## config.mk

```make
export PLATFORM = sky130hd
export DESIGN_NAME = grid_ray_horizontal_caster
export DESIGN_NICKNAME = d
export VERILOG_FILES = /design/src/sv/grc_pkg.sv /design/src/sv/grc_ram.sv /design/src/sv/grc_ctrl.sv /design/src/sv/grc_dp.sv /design/src/sv/grid_ray_horizontal_caster.sv
export VERILOG_INCLUDE_DIRS = /design/src /design/src/sv
export SDC_FILE = /design/constraint.sdc
export NUM_CORES = 2
export LEC_CHECK = 0
export BUFFER_PORTS_ARGS = -buffer_cell sky130_fd_sc_hd__buf_4
export CAP_MARGIN = 20
export CORE_ASPECT_RATIO = 0.75
export CORE_MARGIN = 10
export CORE_UTILIZATION = 40
export DETAILED_ROUTE_END_ITERATION = 8
export HOLD_SLACK_MARGIN = 0.03
export PLACE_DENSITY_LB_ADDON = 0.12
export SLEW_MARGIN = 25
export SYNTH_ARGS = -nofsm -noshare
export SYNTH_HDL_FRONTEND = slang
export SYNTH_SLANG_ARGS = --single-unit
```

## constraint.sdc

```tcl
create_clock -name clk -period 11.91 [get_ports clk]
set_clock_uncertainty 0.05 [all_clocks]
set_input_delay 1.191 -clock clk [delete_from_list [all_inputs] [get_ports clk]]
set_output_delay 1.191 -clock clk [all_outputs]
set_load 0.02 [all_outputs]
```

## src/sv/grid_ray_horizontal_caster_defines.svh

```systemverilog
// Assertion macros shared by the caster top level.
// Depends on nothing; expects clk and arst_n in the including scope.
`ifndef GRID_RAY_HORIZONTAL_CASTER_DEFINES_SVH
`define GRID_RAY_HORIZONTAL_CASTER_DEFINES_SVH
`define GRC_ASSERT_SAME(label, ante, cons, msg) \
	label: assert property (@(posedge clk) disable iff (!arst_n) (ante) |-> (cons)) \
		else $error(msg);
`define GRC_ASSERT_NEXT(label, ante, cons, msg) \
	label: assert property (@(posedge clk) disable iff (!arst_n) (ante) |=> (cons)) \
		else $error(msg);
`endif

```

## src/sv/grc_pkg.sv

```systemverilog
// Shared constants, command and status types, and helper functions of the caster.
// Depends on nothing.
package grc_pkg;
	localparam int MAP_SIZE    = 16;
	localparam int MAP_BITS    = 4;
	localparam int CELL_W      = 2;
	localparam int FRAC_BITS   = 8;
	localparam int CELL_SHIFT  = FRAC_BITS + 6;
	localparam int CORDIC_ITERS = 15;
	localparam int DIV_BITS    = 48;

	localparam logic [1:0] CELL_WALL   = 2'd1;
	localparam logic [1:0] CELL_SPRITE = 2'd2;

	localparam logic OP_WRITE = 1'b0;
	localparam logic OP_CAST  = 1'b1;

	typedef struct packed {
		logic load;
		logic cordic;
		logic div_init;
		logic div_step;
		logic cot;
		logic mul;
		logic xset;
		logic look;
		logic check;
		logic final_emit;
	} cmd_t;

	typedef struct packed {
		logic cordic_done;
		logic div_done;
		logic stop;
	} status_t;

	function automatic logic signed [17:0] atan_turn(input logic [3:0] i);
		unique case (i)
			4'd0: atan_turn = 18'sd8192;
			4'd1: atan_turn = 18'sd4836;
			4'd2: atan_turn = 18'sd2555;
			4'd3: atan_turn = 18'sd1297;
			4'd4: atan_turn = 18'sd651;
			4'd5: atan_turn = 18'sd326;
			4'd6: atan_turn = 18'sd163;
			4'd7: atan_turn = 18'sd81;
			4'd8: atan_turn = 18'sd41;
			4'd9: atan_turn = 18'sd20;
			4'd10: atan_turn = 18'sd10;
			4'd11: atan_turn = 18'sd5;
			4'd12: atan_turn = 18'sd3;
			default: atan_turn = 18'sd1;
		endcase
	endfunction

	function automatic logic signed [19:0] clamp20(input logic signed [33:0] v);
		if (v > 34'sd524287) clamp20 = 20'sd524287;
		else if (v < -34'sd524288) clamp20 = -20'sd524288;
		else clamp20 = v[19:0];
	endfunction

	function automatic logic out20(input logic signed [33:0] v);
		out20 = (v > 34'sd524287) || (v < -34'sd524288);
	endfunction
endpackage

```

## src/sv/grc_ram.sv

```systemverilog
// Generic single-port-write, single-port-read RAM with registered read data.
// Depends on nothing.
module grc_ram #(
	parameter int WIDTH = 2,
	parameter int DEPTH = 256
) (
	input  logic                     clk,
	input  logic                     we,
	input  logic [$clog2(DEPTH)-1:0] waddr,
	input  logic [WIDTH-1:0]         wdata,
	input  logic [$clog2(DEPTH)-1:0] raddr,
	output logic [WIDTH-1:0]         rdata
);
	logic [WIDTH-1:0] mem [DEPTH];

	always_ff @(posedge clk) begin
		if (we) mem[waddr] <= wdata;
		rdata <= mem[raddr];
	end
endmodule

```

## src/sv/grc_ctrl.sv

```systemverilog
// Controller state machine that sequences setup, division and the row walk.
// Depends on grc_pkg.
module grc_ctrl (
	input  logic             clk,
	input  logic             arst_n,
	input  logic             start,
	input  logic             operation,
	input  grc_pkg::status_t status,
	output grc_pkg::cmd_t    cmd,
	output logic             busy
);
	typedef enum logic [3:0] {
		S_IDLE, S_CORD, S_DIVI, S_DIV, S_COT, S_MUL, S_XSET, S_LOOK, S_CHECK, S_FINAL
	} state_t;

	state_t state_q;
	logic   busy_q;

	always_ff @(posedge clk or negedge arst_n) begin
		if (!arst_n) begin
			state_q <= S_IDLE;
			busy_q  <= 1'b0;
		end else begin
			unique case (state_q)
				S_IDLE: begin
					if (start && operation == grc_pkg::OP_CAST) begin
						state_q <= S_CORD;
						busy_q  <= 1'b1;
					end
				end
				S_CORD: if (status.cordic_done) state_q <= S_DIVI;
				S_DIVI: state_q <= S_DIV;
				S_DIV: if (status.div_done) state_q <= S_COT;
				S_COT: state_q <= S_MUL;
				S_MUL: state_q <= S_XSET;
				S_XSET: state_q <= S_LOOK;
				S_LOOK: state_q <= S_CHECK;
				S_CHECK: state_q <= status.stop ? S_FINAL : S_LOOK;
				S_FINAL: begin
					state_q <= S_IDLE;
					busy_q  <= 1'b0;
				end
				default: state_q <= S_IDLE;
			endcase
		end
	end

	always_comb begin
		cmd            = '0;
		cmd.load       = (state_q == S_IDLE) && start && operation == grc_pkg::OP_CAST;
		cmd.cordic     = state_q == S_CORD;
		cmd.div_init   = state_q == S_DIVI;
		cmd.div_step   = state_q == S_DIV;
		cmd.cot        = state_q == S_COT;
		cmd.mul        = state_q == S_MUL;
		cmd.xset       = state_q == S_XSET;
		cmd.look       = state_q == S_LOOK;
		cmd.check      = state_q == S_CHECK;
		cmd.final_emit = state_q == S_FINAL;
	end

	assign busy = busy_q;
endmodule

```

## src/sv/grc_dp.sv

```systemverilog
// Datapath: CORDIC, restoring divider, first-crossing setup, row walk and result registers.
// Depends on grc_pkg and grc_ram.
module grc_dp (
	input  logic                clk,
	input  logic                arst_n,
	input  grc_pkg::cmd_t       cmd,
	output grc_pkg::status_t    status,
	input  logic                map_we,
	input  logic [3:0]          cell_row,
	input  logic [3:0]          cell_col,
	input  logic [1:0]          cell_kind,
	input  logic [17:0]         player_x,
	input  logic [17:0]         player_y,
	input  logic [11:0]         angle,
	output logic                result_valid,
	output logic                is_sprite,
	output logic signed [11:0]  sprite_x,
	output logic signed [11:0]  sprite_y,
	output logic signed [19:0]  hit_x,
	output logic signed [19:0]  hit_y,
	output logic [7:0]          tex_offset,
	output logic                saturated,
	output logic                last
);
	localparam int DEPTH = grc_pkg::MAP_SIZE * grc_pkg::MAP_SIZE;
	localparam int AW = 2 * grc_pkg::MAP_BITS;

	logic [17:0]        px_q, py_q;
	logic [11:0]        a_q;
	logic signed [17:0] z_q;
	logic signed [31:0] cx_q, cy_q;
	logic [3:0]         it_q;
	logic [47:0]        num_q, quo_q;
	logic [32:0]        rem_q;
	logic [31:0]        den_q;
	logic               neg_q, yzero_q;
	logic [5:0]         cnt_q;
	logic signed [27:0] cot_q;
	logic signed [19:0] ay_q, ax_q, rel_q;
	logic signed [25:0] dx_q;
	logic signed [31:0] prod_q;
	logic               up_q, left_q, sat_q;
	logic [4:0]         n_q, steps_q;
	logic               oob_q;
	logic [3:0]         r_q, c_q;
	logic [DEPTH-1:0]   vld_q;
	logic               vrd_q;
	logic [1:0]         ram_rdata;
	logic [AW-1:0]      raddr;

	logic signed [5:0]  r_w;
	logic signed [6:0]  c_w;
	logic [15:0]        t16;
	logic signed [31:0] shx, shy;
	logic [32:0]        rem_n;
	logic [31:0]        absx, absy;
	logic [26:0]        qmag;
	logic signed [47:0] mprod;
	logic signed [33:0] axn, ayn, axs;
	logic [1:0]         map_kind;
	logic [4:0]         row0;

	assign t16   = {angle, 4'b0} + 16'd16384;
	assign shx   = cx_q >>> it_q;
	assign shy   = cy_q >>> it_q;
	assign rem_n = {rem_q[31:0], num_q[47]};
	assign absx  = cx_q[31] ? 32'(-cx_q) : 32'(cx_q);
	assign absy  = cy_q[31] ? 32'(-cy_q) : 32'(cy_q);
	assign qmag  = (quo_q > 48'd67108864) ? 27'd67108864 : quo_q[26:0];
	assign mprod = 48'(rel_q) * 48'(cot_q);
	assign axs   = 34'(px_q) + 34'(prod_q);
	assign axn   = 34'(ax_q) + 34'(dx_q);
	assign ayn   = 34'(ay_q) + (up_q ? -34'sd16384 : 34'sd16384);
	assign row0  = {1'b0, py_q[17:grc_pkg::CELL_SHIFT]};
	assign r_w   = 6'(ay_q >>> grc_pkg::CELL_SHIFT);
	assign c_w   = 7'(ax_q >>> grc_pkg::CELL_SHIFT)
		+ 7'((left_q && ax_q[13:0] >= 14'd16128) ? 1 : 0);
	assign raddr = {r_w[3:0], c_w[3:0]};
	assign map_kind = vrd_q ? ram_rdata : 2'd0;

	assign status.cordic_done = it_q == 4'(grc_pkg::CORDIC_ITERS - 1);
	assign status.div_done    = cnt_q == 6'(grc_pkg::DIV_BITS - 1);
	assign status.stop        = oob_q || map_kind == grc_pkg::CELL_WALL
		|| steps_q == 5'(grc_pkg::MAP_SIZE);

	grc_ram #(.WIDTH(grc_pkg::CELL_W), .DEPTH(DEPTH)) u_map (
		.clk  (clk),
		.we   (map_we),
		.waddr({cell_row, cell_col}),
		.wdata(cell_kind),
		.raddr(raddr),
		.rdata(ram_rdata)
	);

	always_ff @(posedge clk or negedge arst_n) begin
		if (!arst_n) begin
			vld_q        <= '0;
			result_valid <= 1'b0;
		end else begin
			if (map_we) vld_q[{cell_row, cell_col}] <= 1'b1;
			result_valid <= (cmd.check && !oob_q && map_kind == grc_pkg::CELL_SPRITE
				&& n_q < 5'(grc_pkg::MAP_SIZE)) || cmd.final_emit;
		end
	end

	always_ff @(posedge clk) begin
		if (cmd.load) begin
			px_q   <= player_x;
			py_q   <= player_y;
			a_q    <= angle;
			z_q    <= $signed({3'b0, t16[14:0]}) - 18'sd16384;
			cx_q   <= 32'sd268435456;
			cy_q   <= '0;
			it_q   <= '0;
			sat_q  <= 1'b0;
			n_q    <= '0;
			steps_q <= '0;
		end
		if (cmd.cordic) begin
			if (!z_q[17]) begin
				cx_q <= cx_q - shy;
				cy_q <= cy_q + shx;
				z_q  <= z_q - grc_pkg::atan_turn(it_q);
			end else begin
				cx_q <= cx_q + shy;
				cy_q <= cy_q - shx;
				z_q  <= z_q + grc_pkg::atan_turn(it_q);
			end
			it_q <= it_q + 4'd1;
		end
		if (cmd.div_init) begin
			num_q   <= {absx, 16'b0};
			den_q   <= absy;
			rem_q   <= '0;
			quo_q   <= '0;
			cnt_q   <= '0;
			neg_q   <= cx_q[31] ^ cy_q[31];
			yzero_q <= cy_q == 32'sd0;
		end
		if (cmd.div_step) begin
			if (rem_n >= {1'b0, den_q}) begin
				rem_q <= rem_n - {1'b0, den_q};
				quo_q <= {quo_q[46:0], 1'b1};
			end else begin
				rem_q <= rem_n;
				quo_q <= {quo_q[46:0], 1'b0};
			end
			num_q <= {num_q[46:0], 1'b0};
			cnt_q <= cnt_q + 6'd1;
		end
		if (cmd.cot) begin
			if (yzero_q) cot_q <= 28'sd67108864;
			else cot_q <= neg_q ? -$signed({1'b0, qmag}) : $signed({1'b0, qmag});
			up_q   <= a_q < 12'd2048;
			left_q <= a_q > 12'd1024 && a_q < 12'd3072 && a_q != 12'd2048;
			if (a_q < 12'd2048) begin
				ay_q  <= $signed({1'b0, row0, 14'b0}) - 20'sd256;
				rel_q <= $signed({2'b0, py_q}) - ($signed({1'b0, row0, 14'b0}) - 20'sd256);
			end else begin
				ay_q  <= $signed({1'b0, row0, 14'b0}) + 20'sd16384;
				rel_q <= $signed({2'b0, py_q}) - ($signed({1'b0, row0, 14'b0}) + 20'sd16384);
			end
		end
		if (cmd.mul) begin
			prod_q <= 32'((mprod + 48'sd32768) >>> 16);
			dx_q   <= (a_q > 12'd2048) ? -26'((cot_q + 28'sd2) >>> 2)
				: 26'((cot_q + 28'sd2) >>> 2);
		end
		if (cmd.xset) begin
			ax_q  <= grc_pkg::clamp20(axs);
			sat_q <= sat_q | grc_pkg::out20(axs);
		end
		if (cmd.look) begin
			oob_q <= r_w < 6'sd0 || r_w >= 6'(grc_pkg::MAP_SIZE)
				|| c_w < 7'sd0 || c_w >= 7'(grc_pkg::MAP_SIZE);
			r_q   <= r_w[3:0];
			c_q   <= c_w[3:0];
			vrd_q <= vld_q[raddr];
		end
		if (cmd.check) begin
			is_sprite  <= 1'b1;
			sprite_x   <= $signed({2'b0, c_q, 6'b0}) - 12'sd32;
			sprite_y   <= $signed({2'b0, r_q, 6'b0}) - 12'sd32;
			hit_x      <= '0;
			hit_y      <= '0;
			tex_offset <= '0;
			saturated  <= 1'b0;
			last       <= 1'b0;
			if (!oob_q && map_kind == grc_pkg::CELL_SPRITE && n_q < 5'(grc_pkg::MAP_SIZE))
				n_q <= n_q + 5'd1;
			if (!status.stop) begin
				ax_q    <= grc_pkg::clamp20(axn);
				ay_q    <= grc_pkg::clamp20(ayn);
				sat_q   <= sat_q | grc_pkg::out20(axn) | grc_pkg::out20(ayn);
				steps_q <= steps_q + 5'd1;
			end
		end
		if (cmd.final_emit) begin
			is_sprite  <= 1'b0;
			sprite_x   <= '0;
			sprite_y   <= '0;
			hit_x      <= ax_q;
			hit_y      <= ay_q;
			tex_offset <= ax_q[13:6];
			saturated  <= sat_q;
			last       <= 1'b1;
		end
	end
endmodule

```

## src/sv/grid_ray_horizontal_caster.sv

```systemverilog
// Top level of the horizontal grid-line ray caster.
// Depends on grc_pkg, grc_ctrl, grc_dp and the assertion header.
//
// A map write leaves busy low. A cast first runs its setup (15 CORDIC
// iterations and a bit-serial divider with a 48-bit quotient for the
// cotangent, then the first crossing), then examines cells, with one map
// read and one check per cell, for at most 17 cells, then emits the final
// result. Each result shows for exactly one cycle on result_valid and must be
// taken then; sprite results come while busy is high, the final one with last
// set in the cycle busy drops, when the next transfer may already start.
`include "grid_ray_horizontal_caster_defines.svh"
module grid_ray_horizontal_caster (
	input  logic               clk,
	input  logic               arst_n,
	input  logic               start,
	output logic               busy,
	input  logic               operation,
	input  logic [3:0]         cell_row,
	input  logic [3:0]         cell_col,
	input  logic [1:0]         cell_kind,
	input  logic [17:0]        player_x,
	input  logic [17:0]        player_y,
	input  logic [11:0]        angle,
	output logic               result_valid,
	output logic               is_sprite,
	output logic signed [11:0] sprite_x,
	output logic signed [11:0] sprite_y,
	output logic signed [19:0] hit_x,
	output logic signed [19:0] hit_y,
	output logic [7:0]         tex_offset,
	output logic               saturated,
	output logic               last
);
	grc_pkg::cmd_t    cmd;
	grc_pkg::status_t status;
	logic             map_we;

	assign map_we = start && !busy && operation == grc_pkg::OP_WRITE;

	grc_ctrl u_ctrl (
		.clk(clk), .arst_n(arst_n), .start(start), .operation(operation),
		.status(status), .cmd(cmd), .busy(busy)
	);

	grc_dp u_dp (
		.clk(clk), .arst_n(arst_n), .cmd(cmd), .status(status), .map_we(map_we),
		.cell_row(cell_row), .cell_col(cell_col), .cell_kind(cell_kind),
		.player_x(player_x), .player_y(player_y), .angle(angle),
		.result_valid(result_valid), .is_sprite(is_sprite),
		.sprite_x(sprite_x), .sprite_y(sprite_y), .hit_x(hit_x), .hit_y(hit_y),
		.tex_offset(tex_offset), .saturated(saturated), .last(last)
	);

	`GRC_ASSERT_SAME(a_sprite_busy, result_valid && !last, busy, "sprite result while idle")
	`GRC_ASSERT_SAME(a_final_idle, result_valid && last, !busy, "final result while busy")
	`GRC_ASSERT_NEXT(a_cast_busy, start && !busy && operation == grc_pkg::OP_CAST, busy, "cast did not start")
endmodule
```

==> run_results.csv <==
group,metric,value,unit
clock_network,post_cts_buffers,0,
timing,period_share,75.0,%
place,hpwl,163,mm
place,io_buffers,128,
detailed_routing,wl_per_cell,22.3,um
detailed_routing,drtIter0Drc,4615,
global_routing,met2_usage,28.3,%
detailed_routing,detailedRoute.firstPassIterationCount,5,
global_routing,grt_remaining_overflow,0,
clock_network,htree_levels,4,
synthesis,synth-edff-count,971,
worst_hold_path,min_from,"u_dp.py_q[6]",
global_routing,grt_use_met1,30.5,%
synthesis,synth_top_flop_cell,"edfxtp_1",
global_routing,busiest_layer,"met1",
synthesis,synthAdderAreaFrac,17.9,%
timing,clock.fmax,112,MHz
die,io_pins,139,
global_routing,grt_pass1_wl,358,mm
die,rows,147,
critical_path,crit_top_cell,"fa_1",
synthesis,synth_area,0.0861,mm2
critical_path,slowest_delay,980,ps
timing,worst_pin_slew,1050,ps
synthesis,synth_compound_area_share,6.78,%
timing,tns,0,ps
timing,relSlewSlack,29.2,%
detailed_routing,viasPerCell,5.41,
die,initial_core_util,40.2,%
finish,nets,8410,
critical_path,critical_path_class,"reg -> reg",
clock_network,clkSinkCount,1298,
critical_path,critPathRequiredTime,12370,ps
timing,post-route-min-period,8930,ps
detailed_routing,drc,0,
critical_path,cp-start-kind,"register",
critical_path,end_kind,"register",
die,dieArea,0.234,mm2
clock_network,ctsResizeCount,0,
timing,report.final.slew_viol_count,0,
critical_path,crit_start,"u_dp.rel_q[3]",
detailed_routing,postRouteAntennaNets,0,
flow_run,maxCapViolCount,0,
critical_path,reg2reg_from,"u_dp.rel_q[3]",
global_routing,antenna_found_initial,5,
synthesis,yosysWarnings,0,
clock_network,cts_hold_buf,0,
synthesis,synth_top_family_by_area,"adder cells",
timing,rsz0062_at_grt,"no",
synthesis,synthSimpleGateAreaFrac,13.7,%
clock_network,clockRootBuffer,"clkbuf_16",
synthesis,ys_ff_latch,1298,
global_routing,use_met3,3.26,%
synthesis,synth.distinct_cells,91,
timing,finalHoldViolCount,0,
synthesis,synthMuxAreaShare,9.53,%
critical_path,cp_max_fo,28,
detailed_routing,routed_wl,232,mm
die,die_w,556,um
die,die_h,422,um
finish,syn2layout_area_growth,10.4,%
finish,drive_gt1_share,15.1,%
global_routing,grt.total_usage,19.4,%
status,outcome,"finished, final reports clean",
clock_network,clock_latency,850,ps
synthesis,synth_xor_area_share,3.95,%
synthesis,netlist_instances,7445,
synthesis,synth-async-reset-ratio,20.2,%
critical_path,crit_slowest_cell,"edfxtp_1",
die,core,0.214,mm2
critical_path,cp_data_arrival_time,9390,ps
detailed_routing,vias,56400,
clock_network,cts_tree,"done",
clock_network,numCtsBuffers,151,
worst_hold_path,hold_class,"reg -> reg",
global_routing,grt_max_degree,119,
place,gp_congestion,0.837,
clock_network,clk_pin_slew,50,ps
synthesis,ys_seq_area_share,43.0,%
global_routing,first_global_vias,57000,
clock_network,clk_path_buf_depth,4,
synthesis,synth_area_per_cell,11.6,um2
timing,setup_viol,0,
worst paths after layout:
check | end | slack (ps) | cells after the start
worst min-delay path | u_dp.rel_q[6] | 370 | 0
worst min register to register | u_dp.rel_q[6] | 370 | 0
min in group asynchronous | u_dp.vld_q[44] | 380 | 1
worst max register to register | u_dp.prod_q[31] | 2980 | 26
worst max-delay path | u_dp.prod_q[31] | 2980 | 26
max in group asynchronous | u_dp.vld_q[145] | 9980 | 2
stage by stage:
step / utilization [%] / hold WS (ps) / setup WS, ps / area, um2 / std cells
3_5_place_dp: 42.1 / 358 / 2880 / 90100 / 10100
4_1_cts: 44.3 / 369 / 2810 / 94900 / 10400
5_1_grt: 44.4 / 380 / 2340 / 95100 / 10400
6_report: 44.4 / 371 / 2980 / 95100 / 10400
3_3_place_gp: 42.0 / 360 / 2840 / 90000 / 10100
2_1_floorplan: - / 350 / 4440 / 86200 / 7454
sequential cells by signal (all words and copies together), names as in the netlist, 20 cells and up, named ones only:
register        flops
u_dp.rem_q         32
u_dp.den_q         32
u_dp.ax_q          20
u_dp.cy_q          32
u_dp.hit_y         20
u_dp.prod_q        32
u_dp.cx_q          32
u_dp.rel_q         20
u_dp.cot_q         28
u_dp.quo_q         48
u_dp.num_q         32
u_dp.ay_q          20
u_dp.hit_x         20
u_dp.u_map.mem    512
u_dp.dx_q          26
u_dp.vld_q        256
metal layers:
layer,wire length (um),up-vias
met5,0,-
met4,4190,0
li1,-,25700
met2,98800,1510
met1,115000,28900
met3,13300,247
area by class of cell:
class	instances	area, um2
Sequential cell	1298	37000
Clock inverter	51	593
Tap cell	2831	3540
Antenna cell	2	5.00
Timing Repair Buffer	234	1950
Inverter	780	2930
Fill cell	20000	119000
Clock buffer	214	4240
Multi-Input combinational cell	4997	44800
cells by family after synthesis:
kind of cell / after synthesis
AO/OA/AOI/OAI: 921
AND/OR/NAND/NOR: 2386
adder cells (fa/ha/maj): 886
XOR/XNOR: 388
other: 1
buffers and inverters: 1159
flip-flops: 1298
multiplexers: 406
cell usage after synthesis, types with 262 or more instances:
library cell,instances,area (um2)
edfxtp_1,971,29200
inv_1,779,2920
nor2_1,666,2500
fa_1,575,11500
nand2_1,560,2100
and2_1,394,2460
mux4_2,328,7390
ha_1,311,3890
clkbuf_1,297,1110
a21oi_1,290,1450
or2_2,275,1720
dfrtp_1,262,6560
cells in the final DEF, fill, tap and decap left out, drive strengths merged, types with 226 or more instances in the layout:
cell type  count
nand2        561
edfxtp       971
inv          785
or2          277
and2         396
fa           575
o21ai        226
a21oi        290
ha           311
nor2         667
buf          234
mux4         328
dfrtp        262
critical path: cells and delay by family, from the launching register on:
family                     cells  cell delay, ps
AOI/OAI and AO/OA              6            2520
buffers and inverters          6             300
xor gates and xnor gates       1             130
and+or+nand+nor                5             810
adders and majority gates      8            3830
DFF                            1             980
Power is not shown: default switching activity piles up to over one toggle a cycle in this logic, so the estimate is an artifact.
